**config.mk**
```make
export PLATFORM = sky130hd
export DESIGN_NAME = utf16_to_utf8_encoder
export DESIGN_NICKNAME = d
export VERILOG_FILES = /design/src/rtl/u16u8_pkg.sv /design/src/rtl/u16u8_front.sv /design/src/rtl/u16u8_fifo.sv /design/src/rtl/u16u8_back.sv /design/src/rtl/utf16_to_utf8_encoder.sv
export VERILOG_INCLUDE_DIRS = /design/src /design/src/rtl
export SDC_FILE = /design/constraint.sdc
export NUM_CORES = 1
export LEC_CHECK = 0
export BUFFER_PORTS_ARGS = -buffer_cell sky130_fd_sc_hd__buf_2
export CAP_MARGIN = 20
export CORE_MARGIN = 4
export CORE_UTILIZATION = 53
export DETAILED_ROUTE_END_ITERATION = 6
export GPL_ROUTABILITY_DRIVEN = 0
export PLACE_DENSITY_LB_ADDON = 0.15
export SLEW_MARGIN = 20
export SYNTH_ARGS = -nofsm -noshare
export SYNTH_HDL_FRONTEND = slang
export SYNTH_SLANG_ARGS = --single-unit
```
**constraint.sdc**
```tcl
create_clock -name clk_i -period 11.3 [get_ports clk_i]
set_clock_uncertainty 0.1 [all_clocks]
set_input_delay 0.565 -clock clk_i [delete_from_list [all_inputs] [get_ports clk_i]]
set_output_delay 0.565 -clock clk_i [all_outputs]
set_load 0.05 [all_outputs]
```
**src/rtl/utf16_to_utf8_encoder_macros.svh**
```systemverilog
// Assertion macros used by the UTF-16 to UTF-8 encoder back end
`ifndef UTF16_TO_UTF8_ENCODER_MACROS_SVH
`define UTF16_TO_UTF8_ENCODER_MACROS_SVH

// same-cycle implication, disabled during reset
`define U16U8_ASSERT_NOW(label, clk, rst_n, ante, cons, msg) \
  label: assert property (@(posedge clk) disable iff (!rst_n) (ante) |-> (cons)) \
    else $error(msg);

// next-cycle implication, disabled during reset
`define U16U8_ASSERT_NEXT(label, clk, rst_n, ante, cons, msg) \
  label: assert property (@(posedge clk) disable iff (!rst_n) (ante) |=> (cons)) \
    else $error(msg);

`endif

```
**src/rtl/u16u8_pkg.sv**
```systemverilog
// Package: command type, constants and UTF-8 byte helpers of the encoder
`default_nettype none

package u16u8_pkg;

  localparam int unsigned COUNT_WIDTH_DEF = 16;
  localparam int unsigned CAP_WIDTH       = 16;
  localparam logic [CAP_WIDTH-1:0] CAP_RESET = 16'd256;

  localparam int unsigned QUEUE_DEPTH = 4;
  localparam int unsigned QPTR_W      = 2;

  localparam logic [15:0] REPL_CHAR = 16'hFFFD;
  localparam logic [5:0]  HIGH_TAG  = 6'b110110;
  localparam logic [5:0]  LOW_TAG   = 6'b110111;
  localparam logic [20:0] PAIR_BASE = 21'h10000;

  localparam logic [20:0] CP_LIM1 = 21'h00080;
  localparam logic [20:0] CP_LIM2 = 21'h00800;
  localparam logic [20:0] CP_LIM3 = 21'h10000;

  localparam logic [7:0] LEAD2 = 8'hC0;
  localparam logic [7:0] LEAD3 = 8'hE0;
  localparam logic [7:0] LEAD4 = 8'hF0;
  localparam logic [7:0] CONT  = 8'h80;
  localparam logic [7:0] SIX_MASK = 8'h3F;

  // one accepted unit after surrogate pairing: up to two code points to encode
  typedef struct packed {
    logic        first;
    logic [1:0]  nseq;
    logic [20:0] cp_a;
    logic [15:0] cp_b;
  } u16u8_cmd_t;

  // sequence length minus one
  function automatic logic [1:0] u16u8_len_m1(input logic [20:0] cp);
    logic [1:0] l;
    if (cp < CP_LIM1) begin
      l = 2'd0;
    end else if (cp < CP_LIM2) begin
      l = 2'd1;
    end else if (cp < CP_LIM3) begin
      l = 2'd2;
    end else begin
      l = 2'd3;
    end
    return l;
  endfunction

  function automatic logic [7:0] u16u8_byte(input logic [20:0] cp, input logic [1:0] len_m1,
                                            input logic [1:0] idx);
    logic [1:0] pos;
    logic [7:0] six;
    logic [7:0] b;
    pos = len_m1 - idx;
    case (pos)
      2'd0:    six = {2'b00, cp[5:0]};
      2'd1:    six = {2'b00, cp[11:6]};
      2'd2:    six = {2'b00, cp[17:12]};
      default: six = {5'b00000, cp[20:18]};
    endcase
    six = six & SIX_MASK;
    if (idx == 2'd0) begin
      case (len_m1)
        2'd0:    b = cp[7:0];
        2'd1:    b = LEAD2 | six;
        2'd2:    b = LEAD3 | six;
        default: b = LEAD4 | six;
      endcase
    end else begin
      b = CONT | six;
    end
    return b;
  endfunction

endpackage

`default_nettype wire

```
**src/rtl/u16u8_front.sv**
```systemverilog
// Front end: accepts code units, pairs surrogates, pushes commands
`default_nettype none

module u16u8_front import u16u8_pkg::*; (
  input  wire logic        clk_i,
  input  wire logic        rst_ni,
  input  wire logic        in_valid_i,
  output logic             in_ready_o,
  input  wire logic [15:0] code_unit_i,
  input  wire logic        first_unit_i,
  input  wire logic        end_of_input_i,
  output logic             push_valid_o,
  input  wire logic        push_ready_i,
  output u16u8_cmd_t       cmd_o
);

  logic       pend_q, pend_d;
  logic [9:0] lead_q, lead_d;
  logic       pend, is_high, is_low, has_cur, accept;
  logic [15:0] cur_cp;

  assign in_ready_o   = push_ready_i;
  assign push_valid_o = in_valid_i;
  assign accept       = in_valid_i && push_ready_i;

  always_comb begin
    is_high = (code_unit_i[15:10] == HIGH_TAG);
    is_low  = (code_unit_i[15:10] == LOW_TAG);
    pend    = first_unit_i ? 1'b0 : pend_q;
    pend_d  = 1'b0;
    lead_d  = lead_q;
    has_cur = 1'b1;
    cur_cp  = is_low ? REPL_CHAR : code_unit_i;
    if (is_high) begin
      cur_cp = REPL_CHAR;
      if (!end_of_input_i) begin
        // hold the lead until the next unit shows up
        has_cur = 1'b0;
        pend_d  = 1'b1;
        lead_d  = code_unit_i[9:0];
      end
    end

    cmd_o.first = first_unit_i;
    cmd_o.cp_b  = cur_cp;
    if (pend && is_low) begin
      cmd_o.nseq = 2'd1;
      cmd_o.cp_a = PAIR_BASE + {1'b0, lead_q, code_unit_i[9:0]};
      pend_d     = 1'b0;
      lead_d     = lead_q;
    end else if (pend) begin
      cmd_o.nseq = has_cur ? 2'd2 : 2'd1;
      cmd_o.cp_a = {5'b00000, REPL_CHAR};
    end else begin
      cmd_o.nseq = has_cur ? 2'd1 : 2'd0;
      cmd_o.cp_a = {5'b00000, cur_cp};
    end
  end

  always_ff @(posedge clk_i or negedge rst_ni) begin
    if (!rst_ni) begin
      pend_q <= 1'b0;
      lead_q <= '0;
    end else if (accept) begin
      pend_q <= pend_d;
      lead_q <= lead_d;
    end
  end

endmodule

`default_nettype wire

```
**src/rtl/u16u8_fifo.sv**
```systemverilog
// Command queue between front end and byte sequencer
`default_nettype none

module u16u8_fifo import u16u8_pkg::*; (
  input  wire logic       clk_i,
  input  wire logic       rst_ni,
  input  wire logic       push_valid_i,
  output logic            push_ready_o,
  input  wire u16u8_cmd_t push_cmd_i,
  output logic            head_valid_o,
  output u16u8_cmd_t      head_cmd_o,
  input  wire logic       pop_i
);

  localparam int unsigned CNT_W = QPTR_W + 1;

  u16u8_cmd_t mem_q [QUEUE_DEPTH];
  logic [QPTR_W-1:0] wr_ptr_q, rd_ptr_q;
  logic [CNT_W-1:0]  fill_q;
  logic push, pop;

  assign push_ready_o = (fill_q != CNT_W'(QUEUE_DEPTH));
  assign head_valid_o = (fill_q != '0);
  assign head_cmd_o   = mem_q[rd_ptr_q];
  assign push         = push_valid_i && push_ready_o;
  assign pop          = pop_i && head_valid_o;

  always_ff @(posedge clk_i) begin
    if (push) begin
      mem_q[wr_ptr_q] <= push_cmd_i;
    end
  end

  always_ff @(posedge clk_i or negedge rst_ni) begin
    if (!rst_ni) begin
      wr_ptr_q <= '0;
      rd_ptr_q <= '0;
      fill_q   <= '0;
    end else begin
      if (push) begin
        wr_ptr_q <= wr_ptr_q + 1'b1;
      end
      if (pop) begin
        rd_ptr_q <= rd_ptr_q + 1'b1;
      end
      if (push && !pop) begin
        fill_q <= fill_q + 1'b1;
      end else if (pop && !push) begin
        fill_q <= fill_q - 1'b1;
      end
    end
  end

endmodule

`default_nettype wire

```
**src/rtl/u16u8_back.sv**
```systemverilog
// Back end: capacity checks, one UTF-8 byte per cycle into a free output register
`default_nettype none

`include "utf16_to_utf8_encoder_macros.svh"

module u16u8_back import u16u8_pkg::*; #(
  parameter int unsigned COUNT_WIDTH = COUNT_WIDTH_DEF
) (
  input  wire logic                   clk_i,
  input  wire logic                   rst_ni,
  input  wire logic [COUNT_WIDTH-1:0] cap_i,
  input  wire logic                   head_valid_i,
  input  wire u16u8_cmd_t             head_cmd_i,
  output logic                        pop_o,
  output logic                        out_valid_o,
  input  wire logic                   out_ready_i,
  output logic [7:0]                  out_byte_o,
  output logic                        byte_valid_o,
  output logic                        last_of_run_o,
  output logic                        done_res_o,
  output logic                        out_of_space_o,
  output logic [15:0]                 bytes_written_o
);

  logic [COUNT_WIDTH-1:0] count_q, count_d, cnt, new_cnt;
  logic                   done_q, done_d, dn;
  logic                   sel_q, sel_d;
  logic [1:0]             bidx_q, bidx_d;

  logic        out_valid_q;
  logic [7:0]  byte_q, byte_d;
  logic        bval_q, bval_d, last_q, last_d, dres_q, dres_d, oos_q, oos_d;
  logic [15:0] wr_q, wr_d;

  logic        at_entry, clr, out_free, load, fits, room, last_byte, ends, seq_last;
  logic [20:0] cp;
  logic [1:0]  len_m1;
  logic [COUNT_WIDTH:0] sum;

  assign out_free = !out_valid_q || out_ready_i;

  always_comb begin
    at_entry  = !sel_q && (bidx_q == 2'd0);
    clr       = at_entry && head_cmd_i.first;
    cnt       = clr ? '0 : count_q;
    dn        = clr ? 1'b0 : done_q;
    cp        = sel_q ? {5'b00000, head_cmd_i.cp_b} : head_cmd_i.cp_a;
    len_m1    = u16u8_len_m1(cp);
    sum       = {1'b0, cnt} + {{(COUNT_WIDTH-1){1'b0}}, len_m1} + (COUNT_WIDTH+1)'(1);
    fits      = (sum <= {1'b0, cap_i});
    room      = (cnt < cap_i);
    new_cnt   = cnt + {{(COUNT_WIDTH-1){1'b0}}, 1'b1};
    last_byte = (bidx_q == len_m1);
    ends      = last_byte && ((cp == '0) || (new_cnt == cap_i));
    seq_last  = ends || (last_byte && !(!sel_q && (head_cmd_i.nseq == 2'd2)));

    pop_o   = 1'b0;
    load    = 1'b0;
    count_d = count_q;
    done_d  = done_q;
    sel_d   = sel_q;
    bidx_d  = bidx_q;
    byte_d  = '0;
    bval_d  = 1'b0;
    last_d  = 1'b1;
    dres_d  = 1'b1;
    oos_d   = 1'b0;
    wr_d    = 16'(cnt);

    if (head_valid_i) begin
      if (at_entry && dn) begin
        // string already ended: drop the unit
        pop_o = 1'b1;
      end else if (at_entry && !room) begin
        if (out_free) begin
          load    = 1'b1;
          count_d = cnt;
          done_d  = 1'b1;
          pop_o   = 1'b1;
        end
      end else if (head_cmd_i.nseq == 2'd0) begin
        pop_o   = 1'b1;
        count_d = cnt;
        done_d  = dn;
      end else if ((bidx_q == 2'd0) && !fits) begin
        if (out_free) begin
          load    = 1'b1;
          oos_d   = 1'b1;
          wr_d    = 16'(cap_i);
          count_d = cap_i;
          done_d  = 1'b1;
          pop_o   = 1'b1;
          sel_d   = 1'b0;
          bidx_d  = 2'd0;
        end
      end else if (out_free) begin
        load    = 1'b1;
        byte_d  = u16u8_byte(cp, len_m1, bidx_q);
        bval_d  = 1'b1;
        last_d  = seq_last;
        dres_d  = ends;
        wr_d    = 16'(new_cnt);
        count_d = new_cnt;
        done_d  = ends ? 1'b1 : dn;
        if (seq_last) begin
          pop_o  = 1'b1;
          sel_d  = 1'b0;
          bidx_d = 2'd0;
        end else if (last_byte) begin
          // advance to the unit that follows the flushed lead
          sel_d  = 1'b1;
          bidx_d = 2'd0;
        end else begin
          bidx_d = bidx_q + 1'b1;
        end
      end
    end
  end

  always_ff @(posedge clk_i or negedge rst_ni) begin
    if (!rst_ni) begin
      count_q     <= '0;
      done_q      <= 1'b0;
      sel_q       <= 1'b0;
      bidx_q      <= 2'd0;
      out_valid_q <= 1'b0;
    end else begin
      count_q <= count_d;
      done_q  <= done_d;
      sel_q   <= sel_d;
      bidx_q  <= bidx_d;
      if (load) begin
        out_valid_q <= 1'b1;
      end else if (out_ready_i) begin
        out_valid_q <= 1'b0;
      end
    end
  end

  always_ff @(posedge clk_i) begin
    if (load) begin
      byte_q <= byte_d;
      bval_q <= bval_d;
      last_q <= last_d;
      dres_q <= dres_d;
      oos_q  <= oos_d;
      wr_q   <= wr_d;
    end
  end

  assign out_valid_o     = out_valid_q;
  assign out_byte_o      = byte_q;
  assign byte_valid_o    = bval_q;
  assign last_of_run_o   = last_q;
  assign done_res_o      = dres_q;
  assign out_of_space_o  = oos_q;
  assign bytes_written_o = wr_q;

  `U16U8_ASSERT_NOW(a_status_ends, clk_i, rst_ni, out_valid_q && !bval_q,
    dres_q && last_q, "status-only beat must end the string and the run")
  `U16U8_ASSERT_NOW(a_oos_status, clk_i, rst_ni, out_valid_q && oos_q,
    !bval_q && dres_q, "out-of-space beat must carry no byte")
  `U16U8_ASSERT_NOW(a_mid_seq_head, clk_i, rst_ni, sel_q || (bidx_q != 2'd0),
    head_valid_i, "command left the queue in the middle of a sequence")
  `U16U8_ASSERT_NOW(a_second_seq, clk_i, rst_ni, head_valid_i && sel_q,
    head_cmd_i.nseq == 2'd2, "second sequence selected on a one-sequence command")

endmodule

`default_nettype wire

```
**src/rtl/utf16_to_utf8_encoder.sv**
```systemverilog
// UTF-16 to UTF-8 encoder: one result beat per output byte or status.
// A unit is registered in the command queue and its beats in the output register.
// One beat per cycle while the output is taken; each unit is sequenced beat by beat,
// bounded by the single output register; a 4-entry queue decouples the front end.
// Reset: async active low; clears counts, held lead, queue; capacity returns to 256.
`default_nettype none

module utf16_to_utf8_encoder import u16u8_pkg::*; #(
  parameter int unsigned COUNT_WIDTH = COUNT_WIDTH_DEF
) (
  input  wire logic                 clk_i,
  input  wire logic                 rst_ni,
  input  wire logic                 cfg_we_i,
  input  wire logic [CAP_WIDTH-1:0] cfg_wdata_i,
  input  wire logic                 in_valid_i,
  output logic                      in_ready_o,
  input  wire logic [15:0]          code_unit_i,
  input  wire logic                 first_unit_i,
  input  wire logic                 end_of_input_i,
  output logic                      out_valid_o,
  input  wire logic                 out_ready_i,
  output logic [7:0]                out_byte_o,
  output logic                      byte_valid_o,
  output logic                      last_of_run_o,
  output logic                      done_res_o,
  output logic                      out_of_space_o,
  output logic [15:0]               bytes_written_o
);

  localparam logic [32:0] CNT_MAX_W = (33'd1 << COUNT_WIDTH) - 33'd1;
  localparam logic [COUNT_WIDTH-1:0] CAP_RST =
    (33'(CAP_RESET) > CNT_MAX_W) ? CNT_MAX_W[COUNT_WIDTH-1:0] : COUNT_WIDTH'(CAP_RESET);

  logic [COUNT_WIDTH-1:0] cap_q, cap_d;
  logic       push_valid, push_ready, pop, head_valid;
  u16u8_cmd_t push_cmd, head_cmd;

  // saturate capacity to what the counter can hold
  assign cap_d = (33'(cfg_wdata_i) > CNT_MAX_W) ? CNT_MAX_W[COUNT_WIDTH-1:0]
                                                : COUNT_WIDTH'(cfg_wdata_i);

  always_ff @(posedge clk_i or negedge rst_ni) begin
    if (!rst_ni) begin
      cap_q <= CAP_RST;
    end else if (cfg_we_i) begin
      cap_q <= cap_d;
    end
  end

  u16u8_front u_front (
    .clk_i          (clk_i),
    .rst_ni         (rst_ni),
    .in_valid_i     (in_valid_i),
    .in_ready_o     (in_ready_o),
    .code_unit_i    (code_unit_i),
    .first_unit_i   (first_unit_i),
    .end_of_input_i (end_of_input_i),
    .push_valid_o   (push_valid),
    .push_ready_i   (push_ready),
    .cmd_o          (push_cmd)
  );

  u16u8_fifo u_fifo (
    .clk_i        (clk_i),
    .rst_ni       (rst_ni),
    .push_valid_i (push_valid),
    .push_ready_o (push_ready),
    .push_cmd_i   (push_cmd),
    .head_valid_o (head_valid),
    .head_cmd_o   (head_cmd),
    .pop_i        (pop)
  );

  u16u8_back #(
    .COUNT_WIDTH (COUNT_WIDTH)
  ) u_back (
    .clk_i           (clk_i),
    .rst_ni          (rst_ni),
    .cap_i           (cap_q),
    .head_valid_i    (head_valid),
    .head_cmd_i      (head_cmd),
    .pop_o           (pop),
    .out_valid_o     (out_valid_o),
    .out_ready_i     (out_ready_i),
    .out_byte_o      (out_byte_o),
    .byte_valid_o    (byte_valid_o),
    .last_of_run_o   (last_of_run_o),
    .done_res_o      (done_res_o),
    .out_of_space_o  (out_of_space_o),
    .bytes_written_o (bytes_written_o)
  );

endmodule

`default_nettype wire
```
==> results.md <==
- Outcome: finished clean
- Global-route usage over all layers: 24.4%
- TritonCTS buffer count: 26
- Routed metal-1 wire length: roughly 14000 microns
- Most frequent cells in the layout: 188 x edfxtp_1, 93 x nand2_1, 68 x o21ai_0, 68 x buf_2, 62 x nor2_1
- Clock root cell: clkbuf_16
- Area of the core: about 24000 sq um
- Buffers from clock root to sink, at most: 3
- Input/output buffers: 68
- Initial core utilization: between 50% and 60%
- Diodes inserted: 0
- Sequential group share of total power: between 30% and 40%
- Achievable Freq: ~130 MHz
- Mean cell area of the mapped netlist: 12.2 sq um
- Finish-stage setup viols: 0
- Vias in the first global route: 8629
- Count of flip-flops with a built-in enable after synthesis: between 150 and 200
- Launching element type of the critical path: register
- Data required, critical path: 11660 ps
- Rel. slew slack: 32.8%
- Psw: 1.48 mW
- Post-cts gate resize count: 0
- Maximum number of pins on one net before global-route repair: 56
- Overall die area: 26500 sq um
- Total Routed Length: roughly 32000 microns
- Synth async-reset ratio: between 20% and 30%
- Main area contributors after synthesis: edfxtp_1 44%, dfrtp_1 11%, mux4_2 7.3%
- RSZ-0062 raised after global routing: no
- Kind of critical path: reg -> reg
- Die X-Extent: approximately 160 microns
- Final number of hold-violating endpoints: 0
- Total number of vias: ~8800
- Buffer count from post-CTS setup fixing: 0
- Antenna violations before repair: 0
- Clock tree sinks: 243
- Total number of H-tree levels: 1
- DP HPWL: about 22000 microns
- Sum of buffers and inverters on the critical path: 5
- Highest-delay cell along the critical path: dfrtp_2
- Number of instances in the synthesized netlist: approximately 1000
- ANT nets after route: 0
- Distinct cell type count after synthesis: roughly 80
- Kind of cell adding the most delay to the critical path: simple AND/OR/NAND/NOR gates
- DR WL met3: approximately 2400 microns
- Part of the cycle the worst path needs: between 60 and 70%
- Sequential cell area fraction in the yosys report: around 55%
- Max-Cap Viols: 0
- Global-route wire length before repair: around 50000 microns
- Type of destination of the critical path: register
- Area growth from synthesis to layout: 12.3%
- Final-layout setup total negative slack: 0 ps
- Instance count after placement with tap cells included: between 1000 and 1500
- Post-synthesis instance area: around 13000 sq um
- Top-level I/O count: 69
- Worst Path Arrival: between 8000 and 9000 ps
- Max incr delay on CP: ~740 ps
- Finished Layout Cells: 1436
- Post-Synthesis Net Count: roughly 1100
- Drt drc: 0
- Highest metal used: met4
- Worst vdd ir: between 0.15 and 0.2 mV
- Most area-hungry cell type in the Yosys netlist: edfxtp_1
- Clock power share: 24.5%
- Post-layout min period: a little under 8000 ps
- Flip-flop cell with the highest count after synthesis: edfxtp_1
- DR WL/cell: 22.1 microns
- Register bit count reported by yosys: 243
- First-pass detailed-route iteration total: 6
- Clk slew on worst S/H paths: around 70 ps
- Clock tree from TritonCTS: yes
- Least-Margin Pin Slew: 1000 ps
- Ratio of cells with drive above 1 in the final layout: 19.6%
- Total power divided by cell area: around 260 nW/um^2
- CTS Hold Bufs: 0
- Maximum fanout encountered on the critical timing path: 35
- Combinational group share of total power: 39.3%
- Reported leakage power: ~5.5 nW
- Wire length on met2: approximately 15000 microns
- Cell internal power dissipation: roughly 2.3 mW
- Worst min path class: in -> async
- Fill cell total of the finished layout: approximately 1900
- Area of the multi-input gates: about 5300 sq um
- GRT Residual Overflow: 0
- Clk_lat worst skew: approximately 550 ps
- Number of DRC markers after the initial detailed-route iteration: ~790
- Pins Over Slew Limit: 0
- Sequential cell area: around 7000 sq um
- Layout Utilization: approximately three fifths
- Core Rows: 56
- Final nets: roughly 1200
- Area share of the largest cell type after synthesis: 44.4%
- Switch share: between 30% and 40%
- Die height: roughly 160 microns
- Commonest non-fill, non-tap cell in the layout: edfxtp_1
- Count of synthesis-stage warnings from yosys: 0
- Via density: around 6
## cells in the mapped netlist, drive strengths merged (3+ instances only)
master / instances
dfrtp: 54
a211oi: 7
nor2b: 7
o21a: 5
and2: 13
a31oi: 7
o221ai: 3
o22a: 8
buf: 18
a21oi: 48
nor3: 29
o41ai: 3
a211o: 6
xor2: 10
mux2: 15
mux4: 41
clkbuf: 42
o21ai: 70
nor2: 62
and3: 9
a22o: 5
ha: 48
edfxtp: 188
nand2b: 19
mux2i: 16
o22ai: 7
or4: 4
or3: 7
nor4: 10
inv: 41
o21bai: 3
nand3: 29
a311oi: 3
a22oi: 8
nand2: 93
a21o: 15
o32ai: 3
or2: 15
xnor2: 26
nand4: 16
o211ai: 4
## registers in the layout (all words and copies together), names as in the netlist
| register | count |
|---|---|
| u_fifo.rd_ptr_q | 2 |
| u_front.lead_q | 10 |
| u_front.pend_q | 1 |
| u_back.count_q | 16 |
| u_back.out_of_space_o | 1 |
| u_fifo.mem_q | 160 |
| u_fifo.fill_q | 3 |
| cap_q | 16 |
| u_back.sel_q | 1 |
| u_fifo.wr_ptr_q | 2 |
| u_back.out_byte_o | 8 |
| u_back.done_q | 1 |
| u_back.bidx_q | 2 |
| u_back.byte_valid_o | 1 |
| u_back.out_valid_o | 1 |
| u_back.last_of_run_o | 1 |
| u_back.bytes_written_o | 16 |
| u_back.done_res_o | 1 |
## stage by stage
step | setup WS, ps | hold WS, ps | cell area (sq um) | power (mW)
after floorplan | 4870 | 169 | 12700 | 2.46
after global placement | 3640 | 384 | 13300 | 2.84
after detailed placement | 3460 | 398 | 13300 | 2.86
after CTS | 3450 | 108 | 14300 | 3.79
after global routing | 2740 | 122 | 14300 | 4.00
final | 3480 | 113 | 14300 | 3.78
## power groups by stage
stage | Combinational, mW | Clock, mW | Sequential [mW]
floorplan | 0.975 | 0 | 1.48
global placement | 1.46 | 0 | 1.38
detailed placement | 1.48 | 0 | 1.38
CTS | 1.48 | 0.938 | 1.37
global route | 1.63 | 0.985 | 1.39
finish | 1.49 | 0.925 | 1.37
## worst reg2reg max path, delay by kind of cell, from the launching register on
kind            cells  cell delay, ps
compound gates      8            1570
xor+xnor            3             480
fa+ha+maj           4            1060
buf+inv             5            1210
flops               1             740
mux                 1             420
simple gates        9            2140
## cells by family after synthesis
kind of cell    Yosys count  synth area share (%)
fa+ha+maj                50                  5.04
simple gates            321                  12.8
buf+inv                 103                  3.29
xor+xnor                 36                  2.54
compound gates          220                  11.2
flops                   243                  55.2
mux                      72                  9.91
## worst paths after layout
check	startpoint	endpoint	slack, ps	cells past startpoint
max	u_fifo.rd_ptr_q[1]$_DFFE_PN0P_	u_fifo.fill_q[2]$_DFFE_PN0P_	3480	30
min in group clk_i	cfg_wdata_i[12]	cap_q[12]$_DFFE_PN0P_	120	3
max in group asynchronous	rst_ni	u_fifo.rd_ptr_q[1]$_DFFE_PN0P_	10390	2
min reg2reg	u_fifo.fill_q[2]$_DFFE_PN0P_	u_fifo.fill_q[2]$_DFFE_PN0P_	400	1
min	rst_ni	cap_q[4]$_DFFE_PN0P_	110	2
max reg2reg	u_fifo.rd_ptr_q[1]$_DFFE_PN0P_	u_fifo.fill_q[2]$_DFFE_PN0P_	3480	30
## per-layer routing
layer | vias to the layer above | track usage, %
met5 | - | 0
met4 | 0 | 5.53
met3 | 55 | 3.77
met2 | 383 | 38.5
met1 | 4313 | 36.1
li1 | 4037 | -
## layout make-up
cell class / instances / share of cell area [%]
inverter: 43 / 1.13
clock buffer: 34 / 4.98
multi-input combinational: 699 / 37.0
tap: 319 / 2.80
timing repair buffer: 84 / 3.23
clock inverter: 14 / 1.65
sequential: 243 / 49.2
(Power assumes the default switching activity.)
